**config.mk**
```make
export PLATFORM = sky130hd
export DESIGN_NAME = midpoint_circle_rasterizer_core
export DESIGN_NICKNAME = d
export VERILOG_FILES = /design/src/hdl/mcr_pkg.sv /design/src/hdl/mcr_front.sv /design/src/hdl/mcr_back.sv /design/src/hdl/midpoint_circle_rasterizer_core.sv
export SDC_FILE = /design/constraint.sdc
export NUM_CORES = 1
export LEC_CHECK = 0
export BUFFER_PORTS_ARGS = -buffer_cell sky130_fd_sc_hd__clkbuf_2
export CORE_ASPECT_RATIO = 1.2
export CORE_MARGIN = 3
export CORE_UTILIZATION = 45
export DETAILED_ROUTE_END_ITERATION = 8
export GPL_TIMING_DRIVEN = 0
export PLACE_DENSITY = 0.65
export RECOVER_POWER = 25
export SLEW_MARGIN = 5
export SYNTH_ARGS = -nofsm -noshare
export SYNTH_HDL_FRONTEND = slang
export SYNTH_HIERARCHICAL = 1
export SYNTH_SLANG_ARGS = --single-unit
```
**constraint.sdc**
```tcl
create_clock -name clk -period 3.3 [get_ports clk]
set_clock_uncertainty 0.05 [all_clocks]
set_input_delay 0.165 -clock clk [delete_from_list [all_inputs] [get_ports clk]]
set_output_delay 0.165 -clock clk [all_outputs]
set_load 0.03 [all_outputs]
```
**src/hdl/mcr_pkg.sv**
```systemverilog
// mcr_pkg: shared constants for the midpoint circle rasterizer
// command codes, fixed field widths; no dependencies
package mcr_pkg;

  localparam int PIX_BITS   = 13;
  localparam int COLOR_BITS = 24;
  localparam int PTS_PER_STEP = 8;
  localparam int PT_IDX_BITS  = 3;

  // func codes of an input item
  localparam logic FUNC_START = 1'b0;
  localparam logic FUNC_STEP  = 1'b1;

endpackage

```
**src/hdl/mcr_front.sv**
```systemverilog
// mcr_front: input side of the rasterizer, classifies items and queues them
// two-entry command queue toward the walker; uses mcr_pkg
module mcr_front #(
  parameter int COORD_BITS = 11
) (
  input  logic                           clk,
  input  logic                           rst,
  // input channel
  input  logic                           in_valid,
  output logic                           in_stall,
  input  logic                           func,
  input  logic [COORD_BITS-1:0]          center_x,
  input  logic [COORD_BITS-1:0]          center_y,
  input  logic [COORD_BITS-1:0]          radius,
  input  logic [mcr_pkg::COLOR_BITS-1:0] draw_color,
  // command queue head
  output logic                           cmd_valid,
  input  logic                           cmd_pop,
  output logic                           cmd_start,
  output logic [COORD_BITS-1:0]          cmd_cx,
  output logic [COORD_BITS-1:0]          cmd_cy,
  output logic [COORD_BITS-1:0]          cmd_radius,
  output logic [mcr_pkg::COLOR_BITS-1:0] cmd_color
);

  logic                           q_start [2];
  logic [COORD_BITS-1:0]          q_cx    [2];
  logic [COORD_BITS-1:0]          q_cy    [2];
  logic [COORD_BITS-1:0]          q_rad   [2];
  logic [mcr_pkg::COLOR_BITS-1:0] q_color [2];

  logic       wr_ptr;
  logic       rd_ptr;
  logic [1:0] count;
  logic [1:0] count_next;
  logic       push;
  logic       pop;

  assign in_stall  = (count == 2'd2);
  assign push      = in_valid && !in_stall;
  assign cmd_valid = (count != 2'd0);
  assign pop       = cmd_pop && cmd_valid;

  always_comb begin
    count_next = count;
    if (push && !pop) begin
      count_next = count + 2'd1;
    end else if (pop && !push) begin
      count_next = count - 2'd1;
    end
  end

  always_ff @(posedge clk) begin
    if (rst) begin
      wr_ptr <= 1'b0;
      rd_ptr <= 1'b0;
      count  <= 2'd0;
    end else begin
      count <= count_next;
      if (push) begin
        wr_ptr <= ~wr_ptr;
      end
      if (pop) begin
        rd_ptr <= ~rd_ptr;
      end
    end
  end

  // payload entries, no reset needed
  always_ff @(posedge clk) begin
    if (push) begin
      q_start[wr_ptr] <= (func == mcr_pkg::FUNC_START);
      q_cx[wr_ptr]    <= center_x;
      q_cy[wr_ptr]    <= center_y;
      q_rad[wr_ptr]   <= radius;
      q_color[wr_ptr] <= draw_color;
    end
  end

  assign cmd_start  = q_start[rd_ptr];
  assign cmd_cx     = q_cx[rd_ptr];
  assign cmd_cy     = q_cy[rd_ptr];
  assign cmd_radius = q_rad[rd_ptr];
  assign cmd_color  = q_color[rd_ptr];

endmodule

```
**src/hdl/mcr_back.sv**
```systemverilog
// mcr_back: octant walker and point emitter of the rasterizer
// pops commands from mcr_front, drives the registered output; uses mcr_pkg
module mcr_back #(
  parameter int COORD_BITS = 11
) (
  input  logic                                 clk,
  input  logic                                 rst,
  // command queue head
  input  logic                                 cmd_valid,
  output logic                                 cmd_pop,
  input  logic                                 cmd_start,
  input  logic [COORD_BITS-1:0]                cmd_cx,
  input  logic [COORD_BITS-1:0]                cmd_cy,
  input  logic [COORD_BITS-1:0]                cmd_radius,
  input  logic [mcr_pkg::COLOR_BITS-1:0]       cmd_color,
  // output channel
  output logic                                 out_valid,
  input  logic                                 out_stall,
  output logic signed [mcr_pkg::PIX_BITS-1:0]  pixel_x,
  output logic signed [mcr_pkg::PIX_BITS-1:0]  pixel_y,
  output logic [mcr_pkg::COLOR_BITS-1:0]       out_color,
  output logic                                 last_point,
  output logic                                 circle_done
);

  localparam int DW = COORD_BITS + 3;
  localparam int WW = COORD_BITS + 2;
  localparam int EW = (COORD_BITS + 3 > mcr_pkg::PIX_BITS) ? COORD_BITS + 3
                                                            : mcr_pkg::PIX_BITS;

  logic [COORD_BITS-1:0]          oct_x;
  logic [COORD_BITS-1:0]          oct_y;
  logic [DW-1:0]                  decision;
  logic [COORD_BITS-1:0]          held_cx;
  logic [COORD_BITS-1:0]          held_cy;
  logic [mcr_pkg::COLOR_BITS-1:0] held_color;
  logic                           active;
  logic                           busy;
  logic [mcr_pkg::PT_IDX_BITS-1:0] idx;

  // walker update
  logic [DW-1:0]         x_d;
  logic [DW-1:0]         y_d;
  logic [DW-1:0]         decision_next;
  logic signed [WW-1:0]  x_inc;
  logic signed [WW-1:0]  y_new;
  logic                  done_now;
  logic [COORD_BITS-1:0] oct_x_next;
  logic [COORD_BITS-1:0] oct_y_next;

  assign x_d = {3'b000, oct_x};
  assign y_d = {3'b000, oct_y};

  always_comb begin
    x_inc = $signed({2'b00, oct_x}) + WW'(1);
    if (decision[DW-1]) begin
      decision_next = decision + (x_d << 1) + DW'(3);
      y_new         = $signed({2'b00, oct_y});
    end else begin
      decision_next = decision + ((x_d - y_d) << 1) + DW'(5);
      y_new         = $signed({2'b00, oct_y}) - WW'(1);
    end
    done_now   = (x_inc > y_new);
    oct_x_next = x_inc[COORD_BITS-1:0];
    // y only goes negative on the finishing step
    oct_y_next = y_new[WW-1] ? '0 : y_new[COORD_BITS-1:0];
  end

  // point of index idx
  logic [EW-1:0] cx_e;
  logic [EW-1:0] cy_e;
  logic [EW-1:0] off_a;
  logic [EW-1:0] off_b;
  logic [EW-1:0] px;
  logic [EW-1:0] py;
  logic          last_idx;

  always_comb begin
    cx_e  = {{(EW-COORD_BITS){1'b0}}, held_cx};
    cy_e  = {{(EW-COORD_BITS){1'b0}}, held_cy};
    // second half of the run swaps x and y
    off_a = idx[2] ? {{(EW-COORD_BITS){1'b0}}, oct_y} : {{(EW-COORD_BITS){1'b0}}, oct_x};
    off_b = idx[2] ? {{(EW-COORD_BITS){1'b0}}, oct_x} : {{(EW-COORD_BITS){1'b0}}, oct_y};
    px    = idx[0] ? (cx_e - off_a) : (cx_e + off_a);
    py    = idx[1] ? (cy_e - off_b) : (cy_e + off_b);
  end

  assign last_idx = (idx == mcr_pkg::PT_IDX_BITS'(mcr_pkg::PTS_PER_STEP - 1));

  logic load;
  logic last_load;
  logic active_after;

  assign load         = busy && (!out_valid || !out_stall);
  assign last_load    = load && last_idx;
  assign active_after = last_load ? (active && !done_now) : active;
  // next command may be taken in the cycle that the last point goes out
  assign cmd_pop      = cmd_valid && (!busy || last_load);

  always_ff @(posedge clk) begin
    if (rst) begin
      oct_x      <= '0;
      oct_y      <= '0;
      decision   <= '0;
      held_cx    <= '0;
      held_cy    <= '0;
      held_color <= '0;
      active     <= 1'b0;
      busy       <= 1'b0;
      idx        <= '0;
      out_valid  <= 1'b0;
    end else begin
      if (load) begin
        out_valid <= 1'b1;
      end else if (!out_stall) begin
        out_valid <= 1'b0;
      end

      if (load) begin
        idx <= idx + 1'b1;
      end

      if (last_load) begin
        oct_x    <= oct_x_next;
        oct_y    <= oct_y_next;
        decision <= decision_next;
        active   <= active && !done_now;
        busy     <= 1'b0;
      end

      if (cmd_pop) begin
        if (cmd_start) begin
          held_cx    <= cmd_cx;
          held_cy    <= cmd_cy;
          held_color <= cmd_color;
          oct_x      <= '0;
          oct_y      <= cmd_radius;
          decision   <= DW'(1) - {3'b000, cmd_radius};
          active     <= 1'b1;
          busy       <= 1'b0;
        end else begin
          // a step with no circle in progress is dropped
          busy <= active_after;
          idx  <= '0;
        end
      end
    end
  end

  always_ff @(posedge clk) begin
    if (load) begin
      pixel_x     <= px[mcr_pkg::PIX_BITS-1:0];
      pixel_y     <= py[mcr_pkg::PIX_BITS-1:0];
      out_color   <= held_color;
      last_point  <= last_idx;
      circle_done <= last_idx && done_now;
    end
  end

endmodule

```
**src/hdl/midpoint_circle_rasterizer_core.sv**
```systemverilog
// midpoint_circle_rasterizer_core: top level of the circle rasterizer
// instantiates mcr_front and mcr_back; uses mcr_pkg
//
// Input channel (in_valid/in_stall) takes one item per accepted edge: func
// start loads center, radius and color; func step walks one octant point.
// Output channel (out_valid/out_stall) delivers plotted pixels, eight per
// step in mirror order, the eighth flagged last_point, and circle_done on
// the last point of the circle's final step. A step with no circle in
// progress yields nothing.
// Items go through a two-entry command queue, so the input keeps accepting
// while the walker is busy or the receiver stalls.
// With an idle walker, an accepted step goes from its queue entry to the
// walker's busy state and then to the output register, where its first pixel
// is valid. Its pixels pass in turn through the single output register, and
// the next command is taken as its last pixel is loaded; a start emits none.
// out_stall holds the output register and, once the queue fills, raises
// in_stall. Reset clears the queue, the output valid and the walker state
// (no circle in progress).
module midpoint_circle_rasterizer_core #(
  parameter int COORD_BITS = 11
) (
  input  logic                                clk,
  input  logic                                rst,
  input  logic                                in_valid,
  output logic                                in_stall,
  input  logic                                func,
  input  logic [COORD_BITS-1:0]               center_x,
  input  logic [COORD_BITS-1:0]               center_y,
  input  logic [COORD_BITS-1:0]               radius,
  input  logic [mcr_pkg::COLOR_BITS-1:0]      draw_color,
  output logic                                out_valid,
  input  logic                                out_stall,
  output logic signed [mcr_pkg::PIX_BITS-1:0] pixel_x,
  output logic signed [mcr_pkg::PIX_BITS-1:0] pixel_y,
  output logic [mcr_pkg::COLOR_BITS-1:0]      out_color,
  output logic                                last_point,
  output logic                                circle_done
);

  logic                           cmd_valid;
  logic                           cmd_pop;
  logic                           cmd_start;
  logic [COORD_BITS-1:0]          cmd_cx;
  logic [COORD_BITS-1:0]          cmd_cy;
  logic [COORD_BITS-1:0]          cmd_radius;
  logic [mcr_pkg::COLOR_BITS-1:0] cmd_color;

  mcr_front #(
    .COORD_BITS(COORD_BITS)
  ) u_front (
    .clk        (clk),
    .rst        (rst),
    .in_valid   (in_valid),
    .in_stall   (in_stall),
    .func       (func),
    .center_x   (center_x),
    .center_y   (center_y),
    .radius     (radius),
    .draw_color (draw_color),
    .cmd_valid  (cmd_valid),
    .cmd_pop    (cmd_pop),
    .cmd_start  (cmd_start),
    .cmd_cx     (cmd_cx),
    .cmd_cy     (cmd_cy),
    .cmd_radius (cmd_radius),
    .cmd_color  (cmd_color)
  );

  mcr_back #(
    .COORD_BITS(COORD_BITS)
  ) u_back (
    .clk         (clk),
    .rst         (rst),
    .cmd_valid   (cmd_valid),
    .cmd_pop     (cmd_pop),
    .cmd_start   (cmd_start),
    .cmd_cx      (cmd_cx),
    .cmd_cy      (cmd_cy),
    .cmd_radius  (cmd_radius),
    .cmd_color   (cmd_color),
    .out_valid   (out_valid),
    .out_stall   (out_stall),
    .pixel_x     (pixel_x),
    .pixel_y     (pixel_y),
    .out_color   (out_color),
    .last_point  (last_point),
    .circle_done (circle_done)
  );

endmodule

```
==> impl_results.md, run 1 <==
* Least-Margin Pin Slew at around 870 ps
* Fin. max-slew vios at 0
* Total of fill cells in the finished design at around 2700
* Clock Latency Late Sink at ~540 ps
* Clock tree buffer depth at 3
* Routed WL at ~35000 um
* Total of max-cap violations at 0
* Hold Crit Class: in2reg
* Worst path depth at 15
* Clk slew on worst S/H paths at ~60 ps
* First-pass GRT wire length at ~56000 um
* Peak supply drop at ~440 uV
* Setup ws final at -316.3 ps
* Nets at 1735
* Main synth FF type: edfxtp_1
* Worst hold path endpoint: u_front/q_color[0][15]
* Setup WS pre-CTS at -500.9 ps
* Die W at about 170 um
* CP max stage cell: dfxtp_2
* GR Util All Layers at 0.2047
* Capturing point of the worst reg2reg path: u_back/decision[13]
* RSZ-0062 raised after global routing: true
* Tmin final at around 3600 ps
* Post-detailed-route count of antenna-violating nets at 0
* Fraction of registers with async set/reset at 0
* Setup TNS at -1904 ps
* Largest net degree at the start of global routing at around 60
* CP Launch Type: register
* H-tree depth at 1
* Fin Hold WS at about 310 ps
* Synth area leader: edfxtp_1
* Placed inst area at approximately 0.015 mm2
* Leakage power at 6.962 nW
* RePlAce Congestion at between 0.9 and 1
* Crit Path Category: reg2reg
* Initial antenna violation count at 1
* Warnings from Yosys at 6
* First-pass iteration count of the detailed router at 5
* Root Driver: clkbuf_16
* Total die area at ~0.034 mm2
* Top cells by area, synth: edfxtp_1, dfxtp_1, ha_1
* I/O pins at about 120
* RR Startpoint: u_back/oct_y[6]
* PwrDens at slightly below 900 mW/mm2
* CP cell instances: inv_1 > ha_2 > o21a_1 > o21ai_1 > a211oi_1 > or3_4 > xor2_2 > ha_1 > ha_1 > nor2b_1 > a41o_1 > nor3_2 > o21bai_1 > xor2_1 > o22ai_1
* Outcome: complete, but fails checks
* Final Non-Filler Cells at slightly below 2000
* Area Growth Syn to Fin at 21.42%
* CP endpoint kind: register
* Synth top area share at 0.3562
* Final Hold Fails at 0
* Grt ovf at 0
* Most frequent cells in the layout: edfxtp_1, nand2_1, a21oi_1
* Slew headroom at 0.4215
* Synth Net Count at between 1500 and 2000
* #FFs+latches synth at 261
* Synth Cell Area at ~0.014 mm2
* Layout cells sized above 1 at 0.1891
* Die Span Y at roughly 200 um
* R2R setup slack at -320 ps
* Synth Area per Inst at 10.66 um2
* Inserted Clock Buffers at 27
* Vias in the first global route at roughly 11000
* Hold Crit Start: draw_color[15]
* Slowest stage delay, CP at 430 ps
* # port buffers at around 120
* FF-to-FF path depth at 15
* Core region area at 0.03074 mm2
* Site row count at 70
* Cell family contributing the most delay on the critical path: adder cells
* Register area share after synthesis at 0.4877
* Placed cells at between 1500 and 2000
* Worst path required time at about 3700 ps
* Max FO, Critical Path at 6
* Initial drt markers at about 590
* Hold Path Depth at 2
* Crit path DAT at around 4000 ps
* Violated checks: setup timing
* Fin crit share at 1.096
* Vias per Instance at 5.356
* Most common cell after layout, fill and taps aside: edfxtp_1
* Gate Count Post-Synth at roughly 1300
* # DRC at 0
* Via count at around 11000
* Max Clk Rate at around 0.28 GHz
* Num Clock Sinks at between 200 and 300
* Most used cell, CP: ha_1
* Final HPWL DP at between 20000 and 30000 um
* Starting Density at 0.4606
* Drt wl/cell at ~18 um
* Design Area, Final at 0.01719 mm2
* CTS tree: done
* Final setup violation count at 9
* EDFF count, synth at 168
* Crit path buffers/inverters at 1
* Cell variety after synth at 73
[worst register-to-register path: stages, from the launching register on]
cell,delay [ps]
dfxtp_2,430
inv_1,130
ha_2,330
o21a_1,190
o21ai_1,180
a211oi_1,80
or3_4,420
xor2_2,180
ha_1,290
ha_1,350
nor2b_1,150
a41o_1,240
nor3_2,160
o21bai_1,110
xor2_1,150
o22ai_1,80
[per-layer routing]
layer  part of all wire  routed length (um)  vias to the layer above  global-route usage
met2               0.50               17590                      237              0.3601
li1                   -                   -                     5166                   -
met3              0.046                1622                       57             0.03079
met1               0.43               15140                     5048              0.2628
met5                  0                   0                        -                   0
met4              0.023                 812                        0             0.05466
[registers in the layout (all words and copies together), names as in the netlist, 13 cells and up, named ones only]
| register | count |
|---|---|
| u_front/q_cx | 22 |
| u_back/out_color | 24 |
| u_front/q_color | 48 |
| u_back/held_color | 24 |
| u_back/pixel_x | 13 |
| u_back/decision | 14 |
| u_front/q_rad | 22 |
| u_back/pixel_y | 13 |
| u_front/q_cy | 22 |
[timing repair]
item,CTS,global route
gates cloned,0,0
endpoints found under the setup margin,18,17
endpoints found under the hold margin,122,0
hold buffers,61,0
buffers inserted,3,5
gates resized for setup,41,38
pin swaps,27,22
[area by class of cell]
cell class              instances  area [um2]  share of cell area
diodes                          1       2.502           0.0001455
plain buffers                  54       260.3             0.01514
clock inverters                10       118.9            0.006913
multi-input cells             926        7000              0.4071
flip-flops and latches        261        6933              0.4032
clock buffers                  40       795.8             0.04628
inverters                      88       340.3             0.01979
repair buffers                186        1247             0.07255
well taps                     396       495.5             0.02882
[cells by family after synthesis]
kind of cell,synth area share
buffers and inverters,0.04064
DFF,0.4877
AOI/OAI and AO/OA,0.1307
muxes,0.05964
adders and majority gates,0.1177
and+or+nand+nor,0.1117
xor gates and xnor gates,0.05195
[synthesized netlist by cell type (30+ instances only)]
master,number
nor2_1,91
o21ai_0,40
nand2_1,153
edfxtp_1,168
clkbuf_1,30
xnor2_1,48
xor2_1,36
mux2_2,59
dfxtp_1,93
inv_1,86
ha_1,122
a21oi_1,117
[power breakdown]
group	switching, W	internal [W]	leakage, nW
combinational	0.00427	0.00309	4.19
sequential	0.000404	0.00419	2.33
clock	0.00125	0.00184	0.441
[per-stage QoR]
step / util / power, W
after floorplan: - / 0.009668
after global placement: 0.4989 / 0.01126
after detailed placement: 0.5009 / 0.01140
after CTS: 0.5562 / 0.01486
after global routing: 0.5593 / 0.01607
final: 0.5593 / 0.01504
[worst max path at each step]
stage | from | to | slack (ps)
floorplan | u_back/oct_x[0] | u_back/decision[13] | -60
global placement | u_back/out_valid | u_back/held_cy[2] | -580
detailed placement | u_back/oct_y[6] | u_back/decision[13] | -500
CTS | u_back/oct_x[0] | u_back/decision[11] | -300
global route | u_back/oct_x[0] | u_back/decision[12] | -490
finish | u_back/oct_y[6] | u_back/decision[13] | -320
Power figures use the tool's default switching activity.
==> inputs of run 2 (changes only) <==
Settings changed: CORE_ASPECT_RATIO 1.2 to 0.8.
==> run 2 against run 1 <==
Against the previous run: the flow still finishes with violations (setup timing); maximum frequency decreased by 2.6%; flip-flop and latch count did not move; combinational power is 6.0% higher; clock-buffer cell count increased by 3; non-clock buffer count increased by 14; sequential power shrank 0.9%; sequential share of layout area down 0.96 points; final cell count rose by 1.6%; global-route usage rose by 1.8 points; worst hold slack got worse by 30 ps; first-iteration DRC count grew 35%; via count grew 2.8%; critical path type unchanged; highest routed layer unchanged.
==> impl_results.md, run 2 (synthesized netlist as in run 1, its figures left out) <==
* Outcome: complete, but fails checks
* Violated checks: setup timing
* Clk slew on worst S/H paths at around 60 ps
* Crit Path Category: reg2reg
* Vias per Instance at approximately 5.4
* Total of fill cells in the finished design at 2625
* Met1 Routed Length at between 15000 and 20000 um
* CP cell instances: inv_6 > ha_4 > inv_2 > fa_2 > a21o_1 > a21oi_2 > o21ai_2 > a21oi_2 > xnor2_2 > ha_1 > ha_4 > or3_1 > o22a_1 > a41o_1 > nor3_2 > o21bai_1 > xor2_1 > o22ai_1
* Capturing point of the worst reg2reg path: u_back/decision[13]
* Setup TNS at -2325 ps
* Grt ovf at 0
* Most common cell after layout, fill and taps aside: edfxtp_1
* Tmin final at approximately 3700 ps
* Final HPWL DP at between 20000 and 30000 um
* Slew headroom at 0.5000
* RePlAce Congestion at between 0.9 and 1
* Largest Register: u_front/q_color
* CP endpoint kind: register
* First-pass iteration count of the detailed router at 6
* H-tree depth at 1
* Inserted Clock Buffers at 28
* I/O pins at 116
* Critical Path End: u_back/decision[13]
* First-pass GRT wire length at between 50000 and 60000 um
* Fin crit share at 1.125
* Hold Path Depth at 2
* # port buffers at ~120
* Least-Margin Pin Slew at about 750 ps
* Largest net degree at the start of global routing at 51
* Worst path required time at 3690 ps
* Post-detailed-route count of antenna-violating nets at 0
* CTS tree: done
* Setup ws final at -413.9 ps
* Total die area at 0.03365 mm2
* Vias in the first global route at between 10000 and 15000
* Num Clock Sinks at 261
* R2R setup slack at -410 ps
* Slowest stage delay, CP at 360 ps
* Leakage power at about 7.1 nW
* Hold Crit Class: in2reg
* Ant diodes at 0
* Die W at 204.3 um
* Hold Crit Start: center_y[9]
* Largest regs: u_front/q_color: 48 flops, u_back/held_color: 24 flops, u_back/out_color: 24 flops
* Initial drt markers at 789
* CP Launch Type: register
* GR Util All Layers at 0.2226
* Clock Latency Late Sink at ~560 ps
* Top sig layer: met4
* Crit path launch: u_back/oct_x[0]
* RR Startpoint: u_back/oct_x[0]
* Drt wl/cell at between 15 and 20 um
* Starting Density at 0.4618
* Most frequent cells in the layout: edfxtp_1, nand2_1, a21oi_1
* Crit path DAT at just over 4000 ps
* Max FO, Critical Path at 3
* Routed WL at 37060 um
* Root Driver: clkbuf_16
* RSZ-0062 raised after global routing: true
* Initial antenna violation count at 0
* Final Power at about 0.016 W
* PwrDens at approximately 900 mW/mm2
* Core region area at about 0.03 mm2
* Number of flip-flops in the largest register at between 40 and 50
* Met2 WL at between 15000 and 20000 um
* CP max stage cell: dfxtp_4
* Final setup violation count at 9
* Site row count at 57
* Via count at ~11000
* Nets at between 1500 and 2000
* Clock tree buffer depth at 3
* WL met3 at between 2000 and 2500 um
* FF-to-FF path depth at 18
* Layout cells sized above 1 at 0.2075
* Fin. max-slew vios at 0
* Peak supply drop at a little under 500 uV
* Final Hold Fails at 0
* Setup WS pre-CTS at -582.2 ps
* Total of max-cap violations at 0
* # DRC at 0
* Die Span Y at between 150 and 200 um
* Area Growth Syn to Fin at 24.39%
* Max Clk Rate at about 0.27 GHz
## run 2: final cells by class
cell class	instances	area [um2]	share of cell area
flip-flops and latches	261	6934	0.3936
clock inverters	9	156.4	0.008878
repair buffers	200	1375	0.07806
clock buffers	43	880.8	0.05000
inverters	88	342.8	0.01946
multi-input cells	926	7137	0.4051
plain buffers	54	272.8	0.01548
well taps	413	516.7	0.02933
## run 2: worst min path at each step
| stage | to | slack, ps |
|---|---|---|
| floorplan | u_front/count[1] | 180 |
| global placement | u_front/q_color[0][10] | 300 |
| detailed placement | u_front/q_color[0][23] | 310 |
| CTS | u_front/q_color[1][10] | 260 |
| global route | u_front/q_cy[0][7] | 280 |
| finish | u_front/q_cy[1][9] | 280 |
## run 2: report_power, final
part           switching (W)  internal (W)
logic                0.00450       0.00330
registers           0.000372       0.00418
clock network        0.00133       0.00209
total                0.00620       0.00957
## run 2: critical path: cells and delay by family (launching register included)
family          cells  cell delay (ps)
fa+ha+maj           4             1000
compound gates      8             1330
xor+xnor            2              320
simple gates        2              420
buf+inv             2              100
flops               1              360
## run 2: timing repair
item,4_1_cts,5_1_grt
setup endpoints to repair,19,19
setup buffers,15,5
hold endpoints to repair,122,0
hold buffers,61,0
pin swaps,38,23
gates resized for setup,70,37
## run 2: metrics by stage
stage	utilization	hold slack [ps]	instance area [um2]	instances
2_1_floorplan	-	184.1	14270	1329
3_3_place_gp	0.5009	303.3	15360	1857
3_5_place_dp	0.5041	307.5	15460	1861
4_1_cts	0.5707	259.6	17500	1989
5_1_grt	0.5744	279.9	17620	1994
6_report	0.5744	281.4	17620	1994
## run 2: per-layer routing
| layer | global-route usage | vias to the layer above |
|---|---|---|
| li1 | - | 5199 |
| met1 | 0.3125 | 5219 |
| met5 | 0 | - |
| met3 | 0.04433 | 38 |
| met4 | 0.04689 | 0 |
| met2 | 0.3606 | 344 |
